$ cat config.mk
export PLATFORM = sky130hd
export DESIGN_NAME = pulse_width_bit_transmitter_top
export DESIGN_NICKNAME = d
export VERILOG_FILES = /design/src/hdl/pwbt_pkg.sv /design/src/hdl/pwbt_cfg.sv /design/src/hdl/pwbt_front.sv /design/src/hdl/pwbt_back.sv /design/src/hdl/pulse_width_bit_transmitter_top.sv
export SDC_FILE = /design/constraint.sdc
export NUM_CORES = 2
export LEC_CHECK = 0
export ABC_AREA = 1
export BUFFER_PORTS_ARGS = -buffer_cell sky130_fd_sc_hd__clkbuf_2
export CAP_MARGIN = 20
export CORE_ASPECT_RATIO = 1.75
export CORE_MARGIN = 2
export CORE_UTILIZATION = 50
export CTS_BUF_LIST = sky130_fd_sc_hd__clkbuf_4
export DETAILED_ROUTE_END_ITERATION = 6
export HOLD_SLACK_MARGIN = 0.15
export PLACE_DENSITY_LB_ADDON = 0.1
export SKIP_LAST_GASP = 1
export SYNTH_ARGS = -nofsm -noshare
export SYNTH_HDL_FRONTEND = slang
export SYNTH_SLANG_ARGS = --single-unit
export TNS_END_PERCENT = 100
$ cat constraint.sdc
create_clock -name i_clk -period 17.7 [get_ports i_clk]
set_input_delay 0.885 -clock i_clk [delete_from_list [all_inputs] [get_ports i_clk]]
set_output_delay 0.885 -clock i_clk [all_outputs]
set_load 0.02 [all_outputs]
$ cat src/hdl/pwbt_pkg.sv
// Shared types and constants for the pulse-width bit transmitter.
package pwbt_pkg;

    // Depth of the message bit store (power of two).
    localparam int FIFO_BITS = 1024;
    localparam int FIFO_AW   = $clog2(FIFO_BITS);
    localparam int CNT_W     = FIFO_AW + 1;

    localparam int TICK_W = 16;

    localparam logic [TICK_W-1:0] RST_BIT_PERIOD  = 16'd40;
    localparam logic [TICK_W-1:0] RST_ONE_PULSE   = 16'd20;
    localparam logic [TICK_W-1:0] RST_ZERO_PULSE  = 16'd32;
    localparam logic [TICK_W-1:0] RST_START_PULSE = 16'd170;

    // Command codes carried on the input tuser.
    typedef enum logic [1:0] {
        CMD_LOAD  = 2'd0,
        CMD_TICK  = 2'd1,
        CMD_START = 2'd2,
        CMD_RSVD  = 2'd3
    } t_cmd;

    // Operation class handed from front to back.
    typedef enum logic [1:0] {
        OP_NOP,
        OP_LOAD,
        OP_TICK,
        OP_START
    } t_op;

    // Register indexes of the config port.
    typedef enum logic [1:0] {
        REG_BIT_PERIOD  = 2'd0,
        REG_ONE_PULSE   = 2'd1,
        REG_ZERO_PULSE  = 2'd2,
        REG_START_PULSE = 2'd3
    } t_reg_idx;

    typedef struct packed {
        logic [TICK_W-1:0] bit_period;
        logic [TICK_W-1:0] one_pulse;
        logic [TICK_W-1:0] zero_pulse;
        logic [TICK_W-1:0] start_pulse;
    } t_cfg;

    typedef struct packed {
        t_op  op;
        logic data_bit;
        logic last;
    } t_qent;

    // Front-to-back queue head.
    typedef struct packed {
        logic   valid;
        t_qent  ent;
    } t_q2b;

endpackage

$ cat src/hdl/pwbt_cfg.sv
// APB register file holding the four pulse timing registers.
module pwbt_cfg (
    input  logic                   i_clk,
    input  logic                   i_rst_n,
    input  logic                   psel,
    input  logic                   penable,
    input  logic                   pwrite,
    input  logic [3:0]             paddr,
    input  logic [31:0]            pwdata,
    output logic [31:0]            prdata,
    output logic                   pready,
    output pwbt_pkg::t_cfg         o_cfg
);
    import pwbt_pkg::*;

    t_cfg     r_cfg;
    t_reg_idx w_idx;
    logic     w_wr;

    assign pready = 1'b1;
    assign w_idx  = t_reg_idx'(paddr[3:2]);
    assign w_wr   = psel && penable && pwrite;
    assign o_cfg  = r_cfg;

    always_ff @(posedge i_clk) begin
        if (!i_rst_n) begin
            r_cfg.bit_period  <= RST_BIT_PERIOD;
            r_cfg.one_pulse   <= RST_ONE_PULSE;
            r_cfg.zero_pulse  <= RST_ZERO_PULSE;
            r_cfg.start_pulse <= RST_START_PULSE;
        end else if (w_wr) begin
            unique case (w_idx)
                REG_BIT_PERIOD:  r_cfg.bit_period  <= pwdata[TICK_W-1:0];
                REG_ONE_PULSE:   r_cfg.one_pulse   <= pwdata[TICK_W-1:0];
                REG_ZERO_PULSE:  r_cfg.zero_pulse  <= pwdata[TICK_W-1:0];
                REG_START_PULSE: r_cfg.start_pulse <= pwdata[TICK_W-1:0];
                default:         r_cfg             <= r_cfg;
            endcase
        end
    end

    always_comb begin
        unique case (w_idx)
            REG_BIT_PERIOD:  prdata = {16'd0, r_cfg.bit_period};
            REG_ONE_PULSE:   prdata = {16'd0, r_cfg.one_pulse};
            REG_ZERO_PULSE:  prdata = {16'd0, r_cfg.zero_pulse};
            REG_START_PULSE: prdata = {16'd0, r_cfg.start_pulse};
            default:         prdata = 32'd0;
        endcase
    end

endmodule

$ cat src/hdl/pwbt_front.sv
// Input side: accepts beats, decodes the command and queues them for the sequencer.
module pwbt_front (
    input  logic             i_clk,
    input  logic             i_rst_n,
    input  logic             i_s_tvalid,
    output logic             o_s_tready,
    input  logic [1:0]       i_cmd,
    input  logic             i_data_bit,
    input  logic             i_last,
    output pwbt_pkg::t_q2b   o_q2b,
    input  logic             i_pop
);
    import pwbt_pkg::*;

    localparam int QD = 2;

    t_qent      r_q [QD];
    logic       r_wr;
    logic       r_rd;
    logic [1:0] r_cnt;
    t_qent      w_ent;
    logic       w_push;
    logic       w_pop;

    always_comb begin
        w_ent.data_bit = i_data_bit;
        w_ent.last     = i_last;
        unique case (t_cmd'(i_cmd))
            CMD_LOAD:  w_ent.op = OP_LOAD;
            CMD_TICK:  w_ent.op = OP_TICK;
            CMD_START: w_ent.op = OP_START;
            default:   w_ent.op = OP_NOP;
        endcase
    end

    assign o_s_tready  = (r_cnt != 2'(QD));
    assign w_push      = i_s_tvalid && o_s_tready;
    assign w_pop       = i_pop && (r_cnt != 2'd0);
    assign o_q2b.valid = (r_cnt != 2'd0);
    assign o_q2b.ent   = r_q[r_rd];

    always_ff @(posedge i_clk) begin
        if (w_push) begin
            r_q[r_wr] <= w_ent;
        end
    end

    always_ff @(posedge i_clk) begin
        if (!i_rst_n) begin
            r_wr  <= 1'b0;
            r_rd  <= 1'b0;
            r_cnt <= 2'd0;
        end else begin
            if (w_push) r_wr <= ~r_wr;
            if (w_pop)  r_rd <= ~r_rd;
            r_cnt <= r_cnt + 2'(w_push) - 2'(w_pop);
        end
    end

    a_cnt_bound: assert property (@(posedge i_clk) disable iff (!i_rst_n)
        r_cnt <= 2'(QD))
        else $error("front queue count out of range");

    a_full_no_ready: assert property (@(posedge i_clk) disable iff (!i_rst_n)
        (r_cnt == 2'(QD)) |-> !o_s_tready)
        else $error("ready while queue full");

    a_pop_moves: assert property (@(posedge i_clk) disable iff (!i_rst_n)
        (w_pop && !w_push) |=> (r_cnt == $past(r_cnt) - 2'd1))
        else $error("pop did not drain queue");

endmodule

$ cat src/hdl/pwbt_back.sv
// Sequencer: bit store, pulse phase timing and registered result beat.
module pwbt_back (
    input  logic             i_clk,
    input  logic             i_rst_n,
    input  pwbt_pkg::t_cfg   i_cfg,
    input  pwbt_pkg::t_q2b   i_q2b,
    output logic             o_pop,
    output logic             o_m_tvalid,
    input  logic             i_m_tready,
    output logic [7:0]       o_m_tdata
);
    import pwbt_pkg::*;

    typedef enum logic [2:0] {
        PH_IDLE,
        PH_START_ON,
        PH_START_OFF,
        PH_BIT_ON,
        PH_BIT_OFF
    } t_phase;

    function automatic logic [TICK_W-1:0] min1(input logic [TICK_W-1:0] v);
        min1 = (v == '0) ? TICK_W'(1) : v;
    endfunction

    // bit store: {last, data}
    logic [1:0]         mem [FIFO_BITS];
    logic [1:0]         r_head;

    t_phase             r_phase, n_phase;
    logic [TICK_W-1:0]  r_ticks, n_ticks;
    logic [FIFO_AW-1:0] r_wptr,  n_wptr;
    logic [FIFO_AW-1:0] r_rptr,  n_rptr;
    logic [CNT_W-1:0]   r_cnt,   n_cnt;
    logic               r_out_valid;
    logic [4:0]         r_out,   n_out;

    logic               w_adv;
    logic               w_we;
    logic               w_ovf, w_msg, w_all;
    logic [TICK_W:0]    w_t1;
    logic [TICK_W-1:0]  w_pulse;
    logic [TICK_W-1:0]  w_off;
    logic [CNT_W-1:0]   w_cnt_dec;

    assign w_adv   = i_q2b.valid && (!r_out_valid || i_m_tready);
    assign o_pop   = w_adv;
    assign w_t1    = {1'b0, r_ticks} + (TICK_W+1)'(1);
    assign w_pulse = r_head[0] ? min1(i_cfg.one_pulse) : min1(i_cfg.zero_pulse);
    assign w_off   = (i_cfg.bit_period > w_pulse) ? (i_cfg.bit_period - w_pulse)
                                                  : TICK_W'(1);
    assign w_cnt_dec = (r_cnt != '0) ? (r_cnt - CNT_W'(1)) : r_cnt;

    always_comb begin
        n_phase = r_phase;
        n_ticks = r_ticks;
        n_wptr  = r_wptr;
        n_rptr  = r_rptr;
        n_cnt   = r_cnt;
        w_we    = 1'b0;
        w_ovf   = 1'b0;
        w_msg   = 1'b0;
        w_all   = 1'b0;
        if (w_adv) begin
            case (i_q2b.ent.op)
                OP_LOAD: begin
                    if (r_cnt == CNT_W'(FIFO_BITS)) begin
                        w_ovf = 1'b1;
                    end else begin
                        w_we   = 1'b1;
                        n_wptr = r_wptr + FIFO_AW'(1);
                        n_cnt  = r_cnt + CNT_W'(1);
                    end
                end
                OP_TICK: begin
                    n_ticks = w_t1[TICK_W-1:0];
                    unique case (r_phase)
                        PH_IDLE: n_ticks = r_ticks;
                        PH_START_ON: begin
                            if (w_t1 >= {1'b0, min1(i_cfg.start_pulse)}) begin
                                n_phase = PH_START_OFF;
                                n_ticks = '0;
                            end
                        end
                        PH_START_OFF: begin
                            if (w_t1 >= {1'b0, min1(i_cfg.one_pulse)}) begin
                                n_phase = PH_BIT_ON;
                                n_ticks = '0;
                            end
                        end
                        PH_BIT_ON: begin
                            if (w_t1 >= {1'b0, w_pulse}) begin
                                n_phase = PH_BIT_OFF;
                                n_ticks = '0;
                            end
                        end
                        PH_BIT_OFF: begin
                            if (w_t1 >= {1'b0, w_off}) begin
                                n_ticks = '0;
                                n_rptr  = r_rptr + FIFO_AW'(1);
                                n_cnt   = w_cnt_dec;
                                if (r_head[1] || w_cnt_dec == '0) begin
                                    w_msg = 1'b1;
                                    if (w_cnt_dec == '0) begin
                                        w_all   = 1'b1;
                                        n_phase = PH_IDLE;
                                    end else begin
                                        n_phase = PH_START_ON;
                                    end
                                end else begin
                                    n_phase = PH_BIT_ON;
                                end
                            end
                        end
                        default: begin
                            n_phase = PH_IDLE;
                            n_ticks = '0;
                        end
                    endcase
                end
                OP_START: begin
                    if (r_phase == PH_IDLE && r_cnt != '0) begin
                        n_phase = PH_START_ON;
                        n_ticks = '0;
                    end
                end
                default: ;
            endcase
        end
        n_out = {w_ovf, w_all, w_msg, (n_phase != PH_IDLE),
                 (n_phase == PH_START_ON || n_phase == PH_BIT_ON)};
    end

    // Head entry always mirrors mem[rptr]; bypass a write that lands there.
    always_ff @(posedge i_clk) begin
        if (w_we) begin
            mem[r_wptr] <= {i_q2b.ent.last, i_q2b.ent.data_bit};
        end
        if (w_we && r_wptr == n_rptr) begin
            r_head <= {i_q2b.ent.last, i_q2b.ent.data_bit};
        end else begin
            r_head <= mem[n_rptr];
        end
    end

    always_ff @(posedge i_clk) begin
        if (!i_rst_n) begin
            r_phase     <= PH_IDLE;
            r_ticks     <= '0;
            r_wptr      <= '0;
            r_rptr      <= '0;
            r_cnt       <= '0;
            r_out_valid <= 1'b0;
        end else begin
            r_phase <= n_phase;
            r_ticks <= n_ticks;
            r_wptr  <= n_wptr;
            r_rptr  <= n_rptr;
            r_cnt   <= n_cnt;
            if (w_adv) begin
                r_out_valid <= 1'b1;
            end else if (i_m_tready) begin
                r_out_valid <= 1'b0;
            end
        end
        if (w_adv) begin
            r_out <= n_out;
        end
    end

    assign o_m_tvalid = r_out_valid;
    assign o_m_tdata  = {3'd0, r_out};

    a_cnt_bound: assert property (@(posedge i_clk) disable iff (!i_rst_n)
        r_cnt <= CNT_W'(FIFO_BITS))
        else $error("bit store count overflow");

    a_busy_has_bits: assert property (@(posedge i_clk) disable iff (!i_rst_n)
        (r_phase != PH_IDLE) |-> (r_cnt != '0))
        else $error("transmitting with empty bit store");

    a_all_implies_msg: assert property (@(posedge i_clk) disable iff (!i_rst_n)
        (o_m_tvalid && o_m_tdata[3]) |-> (o_m_tdata[2] && !o_m_tdata[1]))
        else $error("all_sent without message_sent or while busy");

    a_ptr_count: assert property (@(posedge i_clk) disable iff (!i_rst_n)
        (r_cnt != CNT_W'(FIFO_BITS)) |->
            ((r_wptr - r_rptr) == r_cnt[FIFO_AW-1:0]))
        else $error("bit store pointers disagree with count");

endmodule

$ cat src/hdl/pulse_width_bit_transmitter_top.sv
// Top level of the pulse-width bit transmitter.
//
//  channel   dir   handshake            payload
//  s (in)    in    i_s_tvalid/o_s_tready tuser[1:0]=cmd, tdata[0]=data_bit, tlast=end_of_message
//  m (out)   out   o_m_tvalid/i_m_tready tdata[4:0]=line_active..overflow
//  apb cfg   in    psel/penable/pready   4 x 16-bit timing regs at byte addr 0,4,8,12
//
// Every input beat gives exactly one output beat. One beat per clock sustained while
// i_m_tready holds: the sequencer retires one command per cycle unless the output stalls,
// using its single bit-store write port and one registered head read.
// An accepted input beat is first written into the front queue; the result register loads
// when the sequencer pops it, and the result beat is offered from that register.
// Reset is synchronous, active low; the bit store contents are not cleared.
// A stalled output holds its beat while the two-entry front queue keeps
// accepting; o_s_tready drops only when that queue is full.
module pulse_width_bit_transmitter_top (
    input  logic        i_clk,
    input  logic        i_rst_n,
    // input stream
    input  logic        i_s_tvalid,
    output logic        o_s_tready,
    input  logic [7:0]  i_s_tdata,   // [0] data_bit, [7:1] zero
    input  logic [1:0]  i_s_tuser,   // [1:0] cmd
    input  logic        i_s_tlast,   // end_of_message
    // result stream
    output logic        o_m_tvalid,
    input  logic        i_m_tready,
    output logic [7:0]  o_m_tdata,   // [0] line_active [1] busy_res [2] message_sent
                                     // [3] all_sent [4] overflow [7:5] zero
    // config port
    input  logic        psel,
    input  logic        penable,
    input  logic        pwrite,
    input  logic [3:0]  paddr,
    input  logic [31:0] pwdata,
    output logic [31:0] prdata,
    output logic        pready
);
    import pwbt_pkg::*;

    t_cfg w_cfg;
    t_q2b w_q2b;
    logic w_pop;

    pwbt_cfg u_cfg (
        .i_clk   (i_clk),
        .i_rst_n (i_rst_n),
        .psel    (psel),
        .penable (penable),
        .pwrite  (pwrite),
        .paddr   (paddr),
        .pwdata  (pwdata),
        .prdata  (prdata),
        .pready  (pready),
        .o_cfg   (w_cfg)
    );

    // front: accept and decode beats into the command queue
    pwbt_front u_front (
        .i_clk      (i_clk),
        .i_rst_n    (i_rst_n),
        .i_s_tvalid (i_s_tvalid),
        .o_s_tready (o_s_tready),
        .i_cmd      (i_s_tuser),
        .i_data_bit (i_s_tdata[0]),
        .i_last     (i_s_tlast),
        .o_q2b      (w_q2b),
        .i_pop      (w_pop)
    );

    // back: bit store, phase sequencer, result register
    pwbt_back u_back (
        .i_clk      (i_clk),
        .i_rst_n    (i_rst_n),
        .i_cfg      (w_cfg),
        .i_q2b      (w_q2b),
        .o_pop      (w_pop),
        .o_m_tvalid (o_m_tvalid),
        .i_m_tready (i_m_tready),
        .o_m_tdata  (o_m_tdata)
    );

endmodule
* Yosys cells after proc, flatten, opt, wreduce, memory -nomap -nowiden
Memories as Yosys holds them, arrays and structs flattened. A register that Yosys moved wholly into a read port is not among the register bits. Index checks and enable logic that the tools add are counted.
Word-level totals: flip-flop bits (word level) 124, RAM bits 2056, input port bits 54, word-level logic and storage cells 135, memories kept 2
Cells by class: $add $sub $neg 8, order comparisons 5, eq/ne operators 21, mux-type cells 47, bitwise operators 3, reductions and logical operators 32
Memory list:
- u_back.mem | words 1024, bits a word 2, rd ports 1, clocked after Yosys merged registers in 1, write ports 1, RTL line pwbt_back.sv:27 | logic [1:0] mem [FIFO_BITS];
- u_front.r_q | words 2, bits a word 4, rd ports 1, clocked after Yosys merged registers in 1, write ports 1, RTL line pwbt_front.sv:17 | t_qent r_q [QD];
Operators by type and width (count):
- $mux 16 | 10
- $pmux 32 s4 | 1
- $pmux 16 s5 | 1
- $ge 17x16->1 | 4
- $logic_not 16->1 | 3
- $mux 11 | 4
- $mux 10 | 4
- $pmux 16 s2 | 1
- $pmux 11 s2 | 1
- $add 10x1->10 const B | 2
- $mux 3 | 6
- $add 16x1->17 const B | 1
- $gt 16x16->1 | 1
- $sub 16x16->16 | 1
- $mux 1 | 15
- $pmux 3 s5 | 1
- $add 11x1->11 const B | 1
- $eq 11x11->1 const B | 1
- $logic_not 11->1 | 1
- $reduce_bool 11->1 | 1
- $sub 11x1->11 const B | 1
- $eq 2x2->1 const B | 5
- $eq 3x2->1 const B | 3
- $reduce_and 2->1 | 4
- 21 further kinds | 43

* Depth between registers and ports, before layout
depth after elaboration 12, gate-level depth with buffers 53, gate-level depth less buffers 48

* Hierarchy
A second synthesis with hierarchy kept.
Second synthesis, totals: cell total of the unflattened synthesis 9159, area, all modules 96087.2 um^2
Modules (own cells, without submodules):
- pwbt_back | times used 1, cells each 8628, area an instance 92377.3 um^2, seq. area each 62870.3 um^2
- pwbt_cfg | times used 1, cells each 476, area an instance 3099.2 um^2, seq. area each 1281.2 um^2
- pwbt_front | times used 1, cells each 55, area an instance 610.6 um^2, seq. area each 340.3 um^2

* Least setup slack after synthesis
No wires, ideal clock.
path kind reg2reg, start register with a tool-made name, end memory u_back.mem[0][0], data pin, arrival time 7.264 ns, required time 16.078 ns, slack 8.814 ns, cell stages (with the launch flop) 2, path buffers 0, period minus slack after synthesis 8.886 ns, path through dfxtp_1 -> mux2_2
RTL lines (RTL line):
- to (decl) | pwbt_back.sv:27

==> results.rst <==
.. list-table::
   :header-rows: 1

   * - Metric
     - Value
   * - Outcome
     - completed
   * - Number of placement rows
     - 211
   * - Cells taking the most area after synthesis
     - sky130_fd_sc_hd__edfxtp_1 (65%), sky130_fd_sc_hd__nor2_1 (7.3%), sky130_fd_sc_hd__nand3_1 (5.8%), sky130_fd_sc_hd__nand2_1 (5.6%), sky130_fd_sc_hd__o21ai_0 (3.9%)
   * - Height of the die
     - a little under 600 um
   * - Post-synth EDFFs
     - 2061
   * - Transition time of the tightest slew-check pin
     - around 1.2 ns
   * - Post-Route Skew
     - 0.136 ns
   * - Worst Path Required
     - 18.85 ns
   * - Die outline area
     - about 0.19 mm2
   * - Leakage component of the power
     - 0.0352 uW
   * - Synthesized instance count
     - 8968
   * - Max stage delay on crit path
     - around 0.85 ns
   * - Seq cells post-synth
     - roughly 2200
   * - Max_cap viols
     - 0
   * - Pins Over Slew Limit
     - 0
   * - Port Buf Inserts
     - 51
   * - Worst-path cell with the longest stage delay
     - sky130_fd_sc_hd__dfxtp_4
   * - Depth of the worst hold-timing path
     - 6
   * - IO Pins
     - 97
   * - Drc violations
     - 0
   * - Area delta synth->final
     - 8.62%
   * - Clock tree from TritonCTS
     - done
   * - CTS Buf Count
     - slightly below 500
   * - Crit start category
     - flip-flop
   * - Antenna violation net count after detailed routing
     - 0
   * - Via density
     - roughly 5.9
   * - Half-perimeter wire length after detailed placement
     - 160000 um
   * - Largest vdd supply drop
     - about 0.17 mV
   * - Combined global-route utilization of all metal layers
     - 0.292
   * - Setup Buffers After CTS
     - 0
   * - Leading area contributor after synthesis
     - sky130_fd_sc_hd__edfxtp_1
   * - Average footprint of a synthesized cell
     - between 10 and 15 um2
   * - Finished Core Util
     - 0.547
   * - Most frequent CP cell
     - sky130_fd_sc_hd__nand3_1
   * - Clock root buffer
     - sky130_fd_sc_hd__clkbuf_4
   * - Class of the worst hold path
     - in -> reg
   * - Worst setup slack after placement
     - between 6 and 7 ns
   * - Clock latency on the worst-skew pair
     - 1.32 ns
   * - Critical path capture point type
     - flip-flop
   * - Max Buffers Root-to-Sink
     - 4
   * - Register share of total power
     - 0.563
   * - Setup violations, final
     - 0
   * - Count of TritonRoute iterations in the first routing pass
     - 6
   * - Via count of the first global-routing pass
     - 70600
   * - Share of synthesized flip-flops with an asynchronous set or reset
     - 0
   * - Minimum clock period
     - around 11 ns
   * - Std-Cell Core Area
     - ~0.19 mm2
   * - Share of synthesized area occupied by flip-flops and latches
     - 0.677
   * - Maximum clock rate
     - roughly 91 MHz
   * - Avg WL per Cell
     - between 20 and 25 um
   * - R2R depth
     - 41
   * - Power Internal
     - 8190 uW
   * - Area of the mapped netlist
     - 0.0952 mm2
   * - Critical Path AT
     - 12.19 ns
   * - PostCTS Resize Cnt
     - 0
   * - Gate power share
     - 0.084
   * - Total of hold buffers inserted after clock tree synthesis
     - 28
   * - Normalized max-slew margin
     - 0.212
   * - Drt first-iter violations
     - between 6000 and 7000
   * - Setup TNS
     - 0 ns
   * - Net Sw Frac
     - 0.252
   * - Clock sink count
     - ~2200
   * - Initial antenna violation count
     - 8
   * - Number of vias after detailed routing
     - 70400
   * - Final setup slack of the worst path
     - ~6.7 ns
   * - Unrepaired setup endpoints after global routing
     - no
   * - Largest net degree at the start of global routing
     - between 150 and 200
   * - Wire length of the first global-routing pass
     - about 420000 um
   * - Width of the die
     - roughly 330 um
   * - Initial standard-cell utilization of the core
     - 0.504
   * - Cell Pwr Density
     - about 110 mW/mm2
   * - Final hold violations
     - 0
   * - Global route total overflow
     - 0
   * - Startpoint-to-endpoint class of the critical path
     - reg -> reg
   * - Switching power
     - 2760 uW
   * - Fin nets
     - slightly above 9000
   * - Share of final-layout standard cells stronger than drive strength 1
     - 0.110
   * - Clock-pin transition on the worst setup and hold timing paths
     - about 0.070 ns
   * - Post-detailed-routing wire length
     - between 200000 and 300000 um
   * - Clock share of power
     - 0.353
   * - Most repeated cell in the gate-level netlist after synthesis
     - sky130_fd_sc_hd__edfxtp_1
   * - Count of different cell masters after synthesis
     - 53
   * - Area share of the largest cell type after synthesis
     - 0.650
   * - Period Utilization, post-route
     - 0.624
   * - H-tree level count
     - 5
   * - Synthesis warning total
     - 0
   * - Flip-flop cell with the highest count after synthesis
     - sky130_fd_sc_hd__edfxtp_1
   * - Most common library cells after synthesis
     - sky130_fd_sc_hd__edfxtp_1 (2061), sky130_fd_sc_hd__nor2_1 (1847), sky130_fd_sc_hd__nand2_1 (1423), sky130_fd_sc_hd__nand3_1 (1099), sky130_fd_sc_hd__o21ai_0 (750)
   * - Final weighted congestion of routability-driven global placement
     - 0.889
   * - Worst-path maximum fanout
     - roughly 140
## sequential cells by signal (all words and copies together) (netlist names), named ones only
| signal | cells |
|---|---|
| u_back.mem | 2048 |
| u_cfg.o_cfg | 64 |
| u_back.r_ticks | 16 |
| u_back.r_cnt | 11 |
| u_back.r_rptr | 10 |
| u_back.r_wptr | 10 |
| u_front.r_q | 8 |
| u_back.r_out | 5 |
| u_back.r_phase | 3 |
| u_front.r_cnt | 2 |
| u_back.o_m_tvalid | 1 |
| u_front.r_rd | 1 |
| u_front.r_wr | 1 |
## power groups by stage
stage | clock, uW | combinational [uW] | sequential (uW)
after floorplan | 0 | 523 | 6510
after global placement | 0 | 915 | 6270
after detailed placement | 0 | 921 | 6270
after CTS | 3940 | 929 | 6160
after global routing | 4170 | 1020 | 6160
final | 3860 | 924 | 6160
## path summary, 6_finish.rpt
| check | from | end | slack [ns] |
|---|---|---|---|
| worst min register to register | u_front.r_rd | u_front.r_rd | 0.45 |
| worst max register to register | flip-flop | u_back.r_cnt[5] | 6.66 |
| worst min-delay path | psel | u_cfg.o_cfg[17] | 0.28 |
| worst max-delay path | flip-flop | u_back.r_cnt[5] | 6.66 |
## area by class of cell
cell class | instances | area [um2]
clock inverters | 179 | 952
inverters | 202 | 806
clock buffers | 686 | 5150
fillers | 16800 | 85600
flip-flops and latches | 2191 | 64500
well taps | 2449 | 3060
multi-input cells | 5892 | 27000
diodes | 5 | 12.5
repair buffers | 240 | 1950
## cells in the final DEF (no fill, tap or decap), types with 139 or more instances in the layout
cell	count
sky130_fd_sc_hd__edfxtp_1	2061
sky130_fd_sc_hd__nor2_1	1844
sky130_fd_sc_hd__buf_4	146
sky130_fd_sc_hd__inv_1	190
sky130_fd_sc_hd__nand3_1	1099
sky130_fd_sc_hd__clkbuf_4	686
sky130_fd_sc_hd__o22ai_1	320
sky130_fd_sc_hd__a21oi_1	139
sky130_fd_sc_hd__nand2_1	1396
sky130_fd_sc_hd__o21ai_0	750
## cell families (layout without fill, tap and decap cells)
kind of cell,Yosys count,count (layout),share of synthesized area
flops,2191,2191,0.677
mux,2,2,0.000237
simple gates,4477,4477,0.193
other cells,2,25,0.0000789
buf+inv,903,1307,0.0411
xor+xnor,17,17,0.00156
fa+ha+maj,89,89,0.0117
compound gates,1287,1287,0.0745
## layer usage
metal	vias up	share of wire	track usage
li1	31900	-	-
met1	34800	0.36	0.339
met2	2907	0.51	0.518
met3	763	0.070	0.0405
met4	2	0.058	0.164
met5	-	0.000045	0
## metrics by stage
| step | hold WS (ns) | total power [uW] | std cells | cell area [um2] |
|---|---|---|---|---|
| floorplan | 0.426 | 7040 | 8986 | 95300 |
| global placement | 0.438 | 7180 | 10900 | 96900 |
| detailed placement | 0.444 | 7190 | 10900 | 97000 |
| finish | 0.280 | 10900 | 11800 | 103000 |
| global route | 0.282 | 11300 | 11800 | 103000 |
| CTS | 0.160 | 11000 | 11800 | 103000 |
## worst max-delay path, delay by kind of cell (launching register included)
kind	cells	cell delay (ns)
compound gates	12	2.47
buf+inv	5	2.69
flops	1	0.85
simple gates	22	3.86
fa+ha+maj	2	0.72
No activity file was read; power rests on OpenSTA's default activity.
